[src/rtl/core/pee_stack.sv]
// operand stack memory, one write port and two registered read ports
module pee_stack #(
    parameter int DEPTH = 128,
    parameter int WIDTH = 32
) (
    input  logic                     clk,
    input  logic                     wr_en,
    input  logic [$clog2(DEPTH)-1:0] wr_addr,
    input  logic [WIDTH-1:0]         wr_data,
    input  logic [$clog2(DEPTH)-1:0] rd_addr_a,
    input  logic [$clog2(DEPTH)-1:0] rd_addr_b,
    output logic [WIDTH-1:0]         rd_data_a,
    output logic [WIDTH-1:0]         rd_data_b
);

    logic [WIDTH-1:0] mem [DEPTH];

    always_ff @(posedge clk)
    begin
        if (wr_en)
        begin
            mem[wr_addr] <= wr_data;
        end
    end

    always_ff @(posedge clk)
    begin
        rd_data_a <= mem[rd_addr_a];
        rd_data_b <= mem[rd_addr_b];
    end

endmodule

[config.mk]
export PLATFORM = sky130hd
export DESIGN_NAME = pee_stack
export DESIGN_NICKNAME = d
export VERILOG_FILES = /design/src/rtl/core/pee_stack.sv
export SDC_FILE = /design/constraint.sdc
export NUM_CORES = 2
export LEC_CHECK = 0
export BUFFER_PORTS_ARGS = -buffer_cell sky130_fd_sc_hd__buf_2
export CAP_MARGIN = 40
export CORE_ASPECT_RATIO = 0.9
export CORE_MARGIN = 5
export CORE_UTILIZATION = 45
export DETAILED_ROUTE_END_ITERATION = 6
export PLACE_DENSITY = 0.74
export SLEW_MARGIN = 15
export SYNTH_ARGS = -nofsm -noshare
export SYNTH_HDL_FRONTEND = slang
export SYNTH_SLANG_ARGS = --single-unit
[constraint.sdc]
create_clock -name clk -period 4.1 [get_ports clk]
set_clock_uncertainty 0.2 [all_clocks]
set_input_delay 0.82 -clock clk [delete_from_list [all_inputs] [get_ports clk]]
set_output_delay 0.82 -clock clk [all_outputs]
set_load 0.01 [all_outputs]
==> flow_summary.yaml <==
placed_design:
  place_hpwl_mm: 385.5
  portBuffers: 118
  place.gp.congestion: 0.9216
  placed_cell_area_mm2: 0.2043
sta:
  hold_viol: 0
  min_period_ps: 3523
  tightest_slew_ps: 1100
  setup_viol: 0
  fin_crit_sh_pct: 85.93
  hold_ws_ps: 46.88
  timing.fmax_mhz: 283.9
  slew-limit-headroom_pct: 26.66
  slew_violations: 0
  rsz0062_at_grt: "no"
synth:
  seq_area_frac_synth_pct: 65.84
  yosys_register_bits: 4160
  syn_nets: 7756
  netlist_top_cells_area: "edfxtp_1 (65%), mux4_2 (32%), clkbuf_1 (0.73%)"
  avgSynthCellArea_um2: 24.51
  syn_inst: 7701
  yosysTopAreaCellShare_pct: 65.16
  yosys.area.top_type: "edfxtp_1"
  synth_area_mm2: 0.1888
  ys_types: 17
  ys_warn_count: 0
outcome:
  outcome: "finished, violations left"
  violations: "DRC"
worst_setup_path:
  required_ps: 4740
  max_stage_delay_ps: 740
  worstSetupStartpointType: "primary input"
  worstSetupPathType: "primary input to flip-flop"
  worstSetupEndpointType: "flip-flop"
  cp_max_fo: 15
  arrival_ps: 4160
  path_common_cell: "buf_12"
  worstPathCellList: "buf_12 > buf_12 > buf_12 > buf_12 > buf_4 > mux4_2 > mux4_2 > mux4_2 > mux2_2"
  critPathSlowestCell: "mux4_2"
route:
  totalWireLength_mm: 628.7
  drcViolationCount: 4
  num_vias: 103500
  viasPerCell: 7.143
  dr.pass1.iters: 7
  routedWlPerCell_um: 43.39
  ant_nets: 0
  drt_iter0_markers: 18060
power_and_ir_drop:
  clock_power_share_pct: 41.0
  seqPwrFrac_pct: 49.7
  intPower_uw: 73420
  p_per_area_mw_per_mm2: 437.1
  swShare_pct: 23.23
  leakagePower_uw: 0.06693
  p_switching_uw: 22210
  total_power_uw: 95630
  ir_drop_mv: 0.3511
  combPwrFrac_pct: 9.3
cells_and_area:
  syn2layout_area_growth_pct: 15.91
  nets: 8381
  post-route-util_pct: 52.37
  final_area_mm2: 0.2188
  fill_cells: 30740
  drive_gt1_share_pct: 49.91
  final_common_cell: "edfxtp_1"
  final_cell_mix: "edfxtp_1 (4,096), mux4_2 (2,688), buf_4 (435)"
cts:
  htreeDepth: 5
  cts_num_sinks: 4160
  root_buffer: "clkbuf_16"
  clk_pin_slew_ps: 70
  clock_latency_ps: 1010
  cts_resized: 0
  cts_setup_buffers: 0
  cts_buffers: 410
  clockBufferDepth: 4
  cts_tree: "yes"
grt:
  grt_max_degree: 93
  first_global_vias: 103500
  antenna_found_initial: 116
  gr-usage-all-layers_pct: 28.76
  grt_overflow_total: 0
  grt_pass1_wl_mm: 857.6
die:
  fp.dieH_um: 624.4
  num_rows: 225
  die_w_um: 692.7
  core_mm2: 0.4178
  io-pin-count: 119
  initial_core_util_pct: 45.18
  dieArea_mm2: 0.4325
worst_hold_path:
  hp-class: "primary input to flip-flop"
flow_run:
  drv_cap: 0
-- worst max-delay path, delay by kind of cell --
kind                   cells  cell delay [ps]
muxes                      4             2210
buffers and inverters      5             1030
-- Yosys cell counts --
cell and instances:
mux4_2 2688, clkbuf_1 365, buf_4 17, buf_6 2
buf_2 103, mux2_2 64, buf_1 132, nand2b_1 2
nand2_1 14, nor3_1 9, nor2_1 122, nor2b_1 7
nand3_1 12, edfxtp_1 4096, nand4_1 3, dfxtp_1 64
or3_1 1
-- what timing repair did --
action,in CTS,in global routing
hold endpoints to repair,16,0
setup endpoints to repair,0,0
hold buffers,1,0
-- state kept, by name, summed over array words and instances (netlist names) --
signal and flops:
mem 4096, rd_data_b 32, rd_data_a 32
-- power groups by stage --
stage	logic (uW)	registers (uW)	clock network, uW
3_5_place_dp	8600	48400	0
4_1_cts	8640	47500	39300
6_report	8880	47500	39200
2_1_floorplan	4430	48000	0
5_1_grt	9040	47500	41300
3_3_place_gp	8290	48500	0
-- per-layer routing --
layer / up-vias / share of wire [%] / global-route usage [%] / wire [um]
met2: 9703 / 45 / 41.84 / 280500
met3: 1773 / 17 / 11.54 / 108700
met1: 55070 / 31 / 35.99 / 192800
met5: - / 0.056 / 0 / 353
met4: 56 / 7.4 / 18.44 / 46320
li1: 36900 / - / - / -
-- final cells by class --
class                      instances  area (um2)  share of cell area (%)
sequential                      4160      124300                   56.80
clock buffer                     511       10910                   4.985
clock inverter                   249        2912                   1.331
tap                             5561        6958                   3.180
multi-input combinational       2922       62950                   28.77
timing repair buffer             832       10150                   4.640
antenna                          254       635.6                  0.2905
-- final timing paths --
path,startpoint,slack (ps),end,cells after the start
hold / removal,wr_data[11],50,mem[27][11],1
setup / recovery,rd_addr_a[0],580,rd_data_a[4],9
setup reg to reg,mem[127][26],1070,rd_data_a[26],4
hold reg to reg,mem[109][24],950,rd_data_a[24],4
-- metrics by stage --
stage,TNS [ps],worst slack (ps),std cells
floorplan,-14070,-158.6,7701
global placement,-6544,-346.5,13450
detailed placement,-6843,-350.5,13470
CTS,0,657.3,14230
global route,0,582.0,14450
finish,0,577.0,14490
-- cells by family (layout without fill, tap and decap cells) --
kind of cell  Yosys count  in the layout  synth area share [%]
buf+inv               619           1592                 1.341
simple gates          170            170                0.3692
flops                4160           4160                 65.84
other cells             0            254                     0
mux                  2752           2752                 32.45
(Power assumes the default switching activity.)
