--- config.mk ---
export PLATFORM = sky130hd
export DESIGN_NAME = pee_alu
export DESIGN_NICKNAME = d
export VERILOG_FILES = /design/src/rtl/core/pee_pkg.sv /design/src/rtl/core/pee_alu.sv
export SDC_FILE = /design/constraint.sdc
export NUM_CORES = 2
export LEC_CHECK = 0
export ABC_AREA = 1
export BUFFER_PORTS_ARGS = -buffer_cell sky130_fd_sc_hd__buf_2
export CELL_PAD_IN_SITES_DETAIL_PLACEMENT = 1
export CELL_PAD_IN_SITES_GLOBAL_PLACEMENT = 1
export CORE_ASPECT_RATIO = 2
export CORE_MARGIN = 3
export CORE_UTILIZATION = 40
export CTS_CLUSTER_SIZE = 10
export DETAILED_ROUTE_END_ITERATION = 6
export PLACE_DENSITY_LB_ADDON = 0.1
export RECOVER_POWER = 25
export SLEW_MARGIN = 20
export SYNTH_ARGS = -nofsm -noshare
export SYNTH_HDL_FRONTEND = slang
export SYNTH_SLANG_ARGS = --single-unit
export TNS_END_PERCENT = 30
--- constraint.sdc ---
create_clock -name clk -period 8.6 [get_ports clk]
set_clock_uncertainty 0.1 [all_clocks]
set_input_delay 1.29 -clock clk [delete_from_list [all_inputs] [get_ports clk]]
set_output_delay 1.29 -clock clk [all_outputs]
set_load 0.02 [all_outputs]
--- src/rtl/core/pee_pkg.sv ---
// shared types and constants for the postfix expression evaluator
package pee_pkg;

    // ascii codes
    localparam logic [7:0] CHR_ZERO  = 8'h30;
    localparam logic [7:0] CHR_NINE  = 8'h39;
    localparam logic [7:0] CHR_PLUS  = 8'h2B;
    localparam logic [7:0] CHR_MINUS = 8'h2D;
    localparam logic [7:0] CHR_STAR  = 8'h2A;
    localparam logic [7:0] CHR_SLASH = 8'h2F;
    localparam logic [7:0] CHR_CARET = 8'h5E;

    // result status codes
    localparam logic [2:0] ST_OK      = 3'd0;
    localparam logic [2:0] ST_UNDER   = 3'd1;
    localparam logic [2:0] ST_INVALID = 3'd2;
    localparam logic [2:0] ST_DIVZERO = 3'd3;
    localparam logic [2:0] ST_OVER    = 3'd4;

    // shared unit operations
    localparam logic [1:0] ALU_MUL = 2'd0;
    localparam logic [1:0] ALU_DIV = 2'd1;
    localparam logic [1:0] ALU_POW = 2'd2;

    // multiplier digit width, one digit of the right operand per cycle
    localparam int MUL_DIGIT = 16;

    typedef struct packed {
        logic       start;
        logic [1:0] op;
    } alu_cmd_t;

endpackage

--- src/rtl/core/pee_alu.sv ---
// shared iterative unit: digit-serial multiply, restoring divide, square-and-multiply power
module pee_alu
    import pee_pkg::*;
#(
    parameter int WORD_WIDTH = 32
) (
    input  logic                  clk,
    input  logic                  rst_n,
    input  alu_cmd_t              cmd,
    input  logic [WORD_WIDTH-1:0] lhs,
    input  logic [WORD_WIDTH-1:0] rhs,
    output logic                  done,
    output logic [WORD_WIDTH-1:0] result
);

    localparam int NDIG = (WORD_WIDTH + MUL_DIGIT - 1) / MUL_DIGIT;
    localparam int BW   = NDIG * MUL_DIGIT;
    localparam int PW   = WORD_WIDTH + MUL_DIGIT;
    localparam int CNW  = $clog2(WORD_WIDTH + 1);

    localparam logic [2:0] A_IDLE   = 3'd0;
    localparam logic [2:0] A_MUL    = 3'd1;
    localparam logic [2:0] A_DIV    = 3'd2;
    localparam logic [2:0] A_DIVFIX = 3'd3;
    localparam logic [2:0] A_PCHK   = 3'd4;
    localparam logic [2:0] A_PSQ    = 3'd5;

    // what a finished multiply feeds
    localparam logic [1:0] CTX_PROD = 2'd0;
    localparam logic [1:0] CTX_ACC  = 2'd1;
    localparam logic [1:0] CTX_SQ   = 2'd2;

    logic [2:0]            state_reg, state_next;
    logic                  done_reg, done_next;
    logic [1:0]            ctx_reg, ctx_next;
    logic [CNW-1:0]        cnt_reg, cnt_next;
    logic [WORD_WIDTH-1:0] mul_a_reg, mul_a_next;
    logic [BW-1:0]         mul_b_reg, mul_b_next;
    logic [WORD_WIDTH-1:0] acc_reg, acc_next;
    logic [WORD_WIDTH-1:0] pacc_reg, pacc_next;
    logic [WORD_WIDTH-1:0] base_reg, base_next;
    logic [WORD_WIDTH-1:0] exp_reg, exp_next;
    logic [WORD_WIDTH-1:0] rem_reg, rem_next;
    logic                  neg_reg, neg_next;
    logic [WORD_WIDTH-1:0] result_reg, result_next;

    logic [PW-1:0]         prod;
    logic [WORD_WIDTH-1:0] mul_sum;
    logic [WORD_WIDTH:0]   rem_sh;
    logic [WORD_WIDTH:0]   rem_diff;

    assign prod     = PW'(mul_a_reg) * PW'(mul_b_reg[MUL_DIGIT-1:0]);
    assign mul_sum  = acc_reg + prod[WORD_WIDTH-1:0];
    assign rem_sh   = {rem_reg, exp_reg[WORD_WIDTH-1]};
    assign rem_diff = rem_sh - {1'b0, base_reg};

    always_comb
    begin
        state_next  = state_reg;
        done_next   = 1'b0;
        ctx_next    = ctx_reg;
        cnt_next    = cnt_reg;
        mul_a_next  = mul_a_reg;
        mul_b_next  = mul_b_reg;
        acc_next    = acc_reg;
        pacc_next   = pacc_reg;
        base_next   = base_reg;
        exp_next    = exp_reg;
        rem_next    = rem_reg;
        neg_next    = neg_reg;
        result_next = result_reg;
        case (state_reg)
            A_IDLE:
            begin
                if (cmd.start)
                begin
                    cnt_next = '0;
                    case (cmd.op)
                        ALU_MUL:
                        begin
                            mul_a_next = lhs;
                            mul_b_next = BW'(rhs);
                            acc_next   = '0;
                            ctx_next   = CTX_PROD;
                            state_next = A_MUL;
                        end
                        ALU_DIV:
                        begin
                            neg_next   = lhs[WORD_WIDTH-1] ^ rhs[WORD_WIDTH-1];
                            exp_next   = lhs[WORD_WIDTH-1] ? ('0 - lhs) : lhs;
                            base_next  = rhs[WORD_WIDTH-1] ? ('0 - rhs) : rhs;
                            rem_next   = '0;
                            state_next = A_DIV;
                        end
                        ALU_POW:
                        begin
                            if (rhs[WORD_WIDTH-1])
                            begin
                                // negative exponent
                                result_next = WORD_WIDTH'(1);
                                done_next   = 1'b1;
                            end
                            else
                            begin
                                pacc_next  = WORD_WIDTH'(1);
                                base_next  = lhs;
                                exp_next   = rhs;
                                state_next = A_PCHK;
                            end
                        end
                        default:
                        begin
                            state_next = A_IDLE;
                        end
                    endcase
                end
            end
            A_MUL:
            begin
                acc_next   = mul_sum;
                mul_a_next = mul_a_reg << MUL_DIGIT;
                mul_b_next = mul_b_reg >> MUL_DIGIT;
                cnt_next   = cnt_reg + CNW'(1);
                if (cnt_reg == CNW'(NDIG - 1))
                begin
                    cnt_next = '0;
                    case (ctx_reg)
                        CTX_ACC:
                        begin
                            pacc_next  = mul_sum;
                            state_next = A_PSQ;
                        end
                        CTX_SQ:
                        begin
                            base_next  = mul_sum;
                            exp_next   = exp_reg >> 1;
                            state_next = A_PCHK;
                        end
                        default:
                        begin
                            result_next = mul_sum;
                            done_next   = 1'b1;
                            state_next  = A_IDLE;
                        end
                    endcase
                end
            end
            A_DIV:
            begin
                if (!rem_diff[WORD_WIDTH])
                begin
                    rem_next = rem_diff[WORD_WIDTH-1:0];
                end
                else
                begin
                    rem_next = rem_sh[WORD_WIDTH-1:0];
                end
                exp_next = {exp_reg[WORD_WIDTH-2:0], ~rem_diff[WORD_WIDTH]};
                cnt_next = cnt_reg + CNW'(1);
                if (cnt_reg == CNW'(WORD_WIDTH - 1))
                begin
                    state_next = A_DIVFIX;
                end
            end
            A_DIVFIX:
            begin
                result_next = neg_reg ? ('0 - exp_reg) : exp_reg;
                done_next   = 1'b1;
                state_next  = A_IDLE;
            end
            A_PCHK:
            begin
                if (exp_reg == '0)
                begin
                    result_next = pacc_reg;
                    done_next   = 1'b1;
                    state_next  = A_IDLE;
                end
                else if (exp_reg[0])
                begin
                    mul_a_next = pacc_reg;
                    mul_b_next = BW'(base_reg);
                    acc_next   = '0;
                    ctx_next   = CTX_ACC;
                    state_next = A_MUL;
                end
                else
                begin
                    state_next = A_PSQ;
                end
            end
            A_PSQ:
            begin
                // no square needed once the exponent runs out
                if ((exp_reg >> 1) == '0)
                begin
                    result_next = pacc_reg;
                    done_next   = 1'b1;
                    state_next  = A_IDLE;
                end
                else
                begin
                    mul_a_next = base_reg;
                    mul_b_next = BW'(base_reg);
                    acc_next   = '0;
                    ctx_next   = CTX_SQ;
                    state_next = A_MUL;
                end
            end
            default:
            begin
                state_next = A_IDLE;
            end
        endcase
    end

    always_ff @(posedge clk or negedge rst_n)
    begin
        if (!rst_n)
        begin
            state_reg <= A_IDLE;
            done_reg  <= 1'b0;
        end
        else
        begin
            state_reg <= state_next;
            done_reg  <= done_next;
        end
    end

    always_ff @(posedge clk)
    begin
        ctx_reg    <= ctx_next;
        cnt_reg    <= cnt_next;
        mul_a_reg  <= mul_a_next;
        mul_b_reg  <= mul_b_next;
        acc_reg    <= acc_next;
        pacc_reg   <= pacc_next;
        base_reg   <= base_next;
        exp_reg    <= exp_next;
        rem_reg    <= rem_next;
        neg_reg    <= neg_next;
        result_reg <= result_next;
    end

    assign done   = done_reg;
    assign result = result_reg;

endmodule

==> impl_metrics.csv <==
group,metric,value,unit
final_layout,fin_cells,4821,
cts,post_cts_resized,0,
cts,ctsHoldBuffers,0,
global_route,grt_pass1_vias,29040,
global_route,grt_remaining_overflow,0,
worst_setup_path,cp-start-kind,"flop",
run,maxCapViolCount,7,
sta,hold_viol,0,
routing,viasPerCell,5.437,
synth,synth_most_common_cell,"inv_1",
worst_setup_path,r2r_cells,23,
worst_setup_path,cp-endpoint,"result[29]",
floorplan,dieArea,78190,µm²
worst_setup_path,crit_start,"mul_b_reg[5]",
final_layout,utilization,43.45,%
routing,vias,26210,
synth,yosys.area.top_type_share,26.64,%
synth,synth_nets,4353,
synth,synth_area_leader_cell,"edfxtp_1",
worst_setup_path,r2r_slack,1.30,ns
cts,htreeDepth,1,
sta,fin_crit,7.300,ns
synth,ys.warnings.count,0,
floorplan,num_rows,141,
sta,setup_viol,0,
placement,dpl.cell_count,4766,
sta,fin_crit_sh,84.88,%
synth,yosys-top-cells-area,"edfxtp_1 (27%), fa_1 (22%), inv_1 (11%), nand2_1 (11%), ha_1 (4.5%)",
worst_setup_path,rr_endpoint,"result[29]",
routing,wl_per_cell,25.08,µm
routing,ant_nets,0,
floorplan,initial_utilization,40.41,%
placement,io_buffers,101,
min_path,hold_path_class,"in2async",
global_route,gr-usage-all-layers,31.41,%
sta,slew_headroom,-114.4,%
cts,clk_latency,0.60,ns
sta,worstMarginPinSlew,3.216,ns
cts,cts_tree,"done",
synth,synth_cell_types,57,
final_layout,syn2layout_area_growth,7.528,%
cts,postCtsSetupBuffers,0,
sta,rsz0062_at_grt,"no",
final_layout,final_nets,4381,
cts,cts_sinks,269,
worst_setup_path,crit_path_end_kind,"flop",
floorplan,die_y,392.5,µm
floorplan,coreArea,73920,µm²
synth,synthFlopType,"edfxtp_1",
cts,numCtsBuffers,31,
synth,synth-async-reset-ratio,1.487,%
synth,yosysSeqAreaShare,26.98,%
global_route,antenna_found_initial,7,
synth,syn_inst,3842,
worst_setup_path,cp_data_arrival_time,7.50,ns
routing,first_pass_iters,5,
cts,root_buffer,"clkbuf_16",
placement,hpwl,100300,µm
worst_setup_path,worstPathRequired,8.80,ns
status,violations,"capacitance limit, slew limit",
routing,wl,120900,µm
status,status,"finished, violations left",
final_layout,drive_gt1_share,4.658,%
final_layout,final_area,32120,µm²
sta,fin_setup_tns,0,ns
placement,place_congestion,0.9174,
worst_setup_path,critPathKind,"reg2reg",
synth,ys_ff_latch,269,
global_route,grt_pass1_wl,180500,µm
synth,ys_top_cells_by_count,"inv_1 (908), nand2_1 (901), fa_1 (335)",
synth,synth_edf_count,265,
sta,fmax,0.1370,GHz
synth,syn-cell-area,29870,µm²
floorplan,die_x,199.2,µm
global_route,grt_start_max_net_pins,60,
worst_setup_path,r2r-start,"mul_b_reg[5]",
worst_setup_path,cp_max_fo,20,
placement,dpl-instance-area,31340,µm²
routing,drc,0,
cts,path_clk_slew,0.07,ns
cts,clockBufferDepth,3,
synth,syn_avg_cell_area,7.774,µm²
floorplan,io_pins,102,
sta,maxSlewViolCount,256,
routing,drt_iter0_markers,1365,
## routing by layer
layer	track usage (%)	vias to the layer above	share of wire, %
met5	0	-	0.019
met2	60.87	654	55
met4	21.74	4	8.6
li1	-	11990	-
met1	30.50	13230	33
met3	3.094	336	3.3
## cell usage in the layout (no fill, tap or decap), drive strengths merged, types with 5 or more instances in the layout
master,instances
nor2,281
o2111ai,6
nand3,156
o21bai,17
o22ai,29
fa,335
xor2,47
diode,6
a31oi,11
o31ai,7
a21oi,165
xnor2,6
nand2,907
nand4,21
inv,920
nor4,10
clkbuf,91
or2,5
a21o,10
o211ai,33
o221ai,35
a22oi,17
o21ai,216
nor3,39
nand3b,11
edfxtp,265
ha,107
buf,109
## layout make-up
| type | instances | area (µm²) |
|---|---|---|
| repair buffers | 153 | 820.8 |
| multi-input cells | 2496 | 17760 |
| fillers | 9157 | 41800 |
| clock buffers | 47 | 835.8 |
| flip-flops and latches | 269 | 8058 |
| well taps | 929 | 1162 |
| inverters | 919 | 3450 |
| clock inverters | 2 | 17.52 |
| diodes | 6 | 15.01 |
## through the flow
stage / hold WS [ns] / setup slack [ns]
2_1_floorplan: 0.4075 / 0.9829
3_3_place_gp: 0.4427 / 1.371
3_5_place_dp: 0.4739 / 1.306
4_1_cts: 0.3744 / 1.278
5_1_grt: 0.4379 / 0.9236
6_report: 0.4396 / 1.300
## cell families after synthesis
group,after synthesis,synth area share [%]
XOR/XNOR,53,1.554
buffers and inverters,1077,13.76
AO/OA/AOI/OAI,567,11.15
flip-flops,269,26.98
AND/OR/NAND/NOR,1434,19.63
adder cells (fa/ha/maj),442,26.94
## worst max-delay path, stage by stage (launching register included)
cell	delay [ns]
edfxtp_1	1.01
buf_4	0.32
nand2_1	0.09
fa_1	0.53
inv_1	0.05
fa_1	0.47
inv_1	0.06
fa_1	0.50
inv_1	0.05
fa_1	0.48
fa_1	0.51
inv_1	0.05
fa_1	0.48
inv_1	0.04
ha_1	0.40
nand2_1	0.15
nor2_1	0.16
inv_1	0.11
nor3_1	0.37
o21ai_0	0.33
nand3_1	0.18
nand2_1	0.06
nand3_1	0.26
o211ai_1	0.20
## how the worst min path moves through the flow
stage	endpoint	cells after the start	slack [ns]
final	done	1	0.44
after global routing	done	1	0.44
after CTS	done	1	0.37
after detailed placement	result[21]	2	0.47
after global placement	mul_b_reg[0]	2	0.44
after floorplan	mul_b_reg[7]	2	0.41
Power is not shown: default switching activity piles up to over one toggle a cycle in this logic, so the estimate is an artifact.
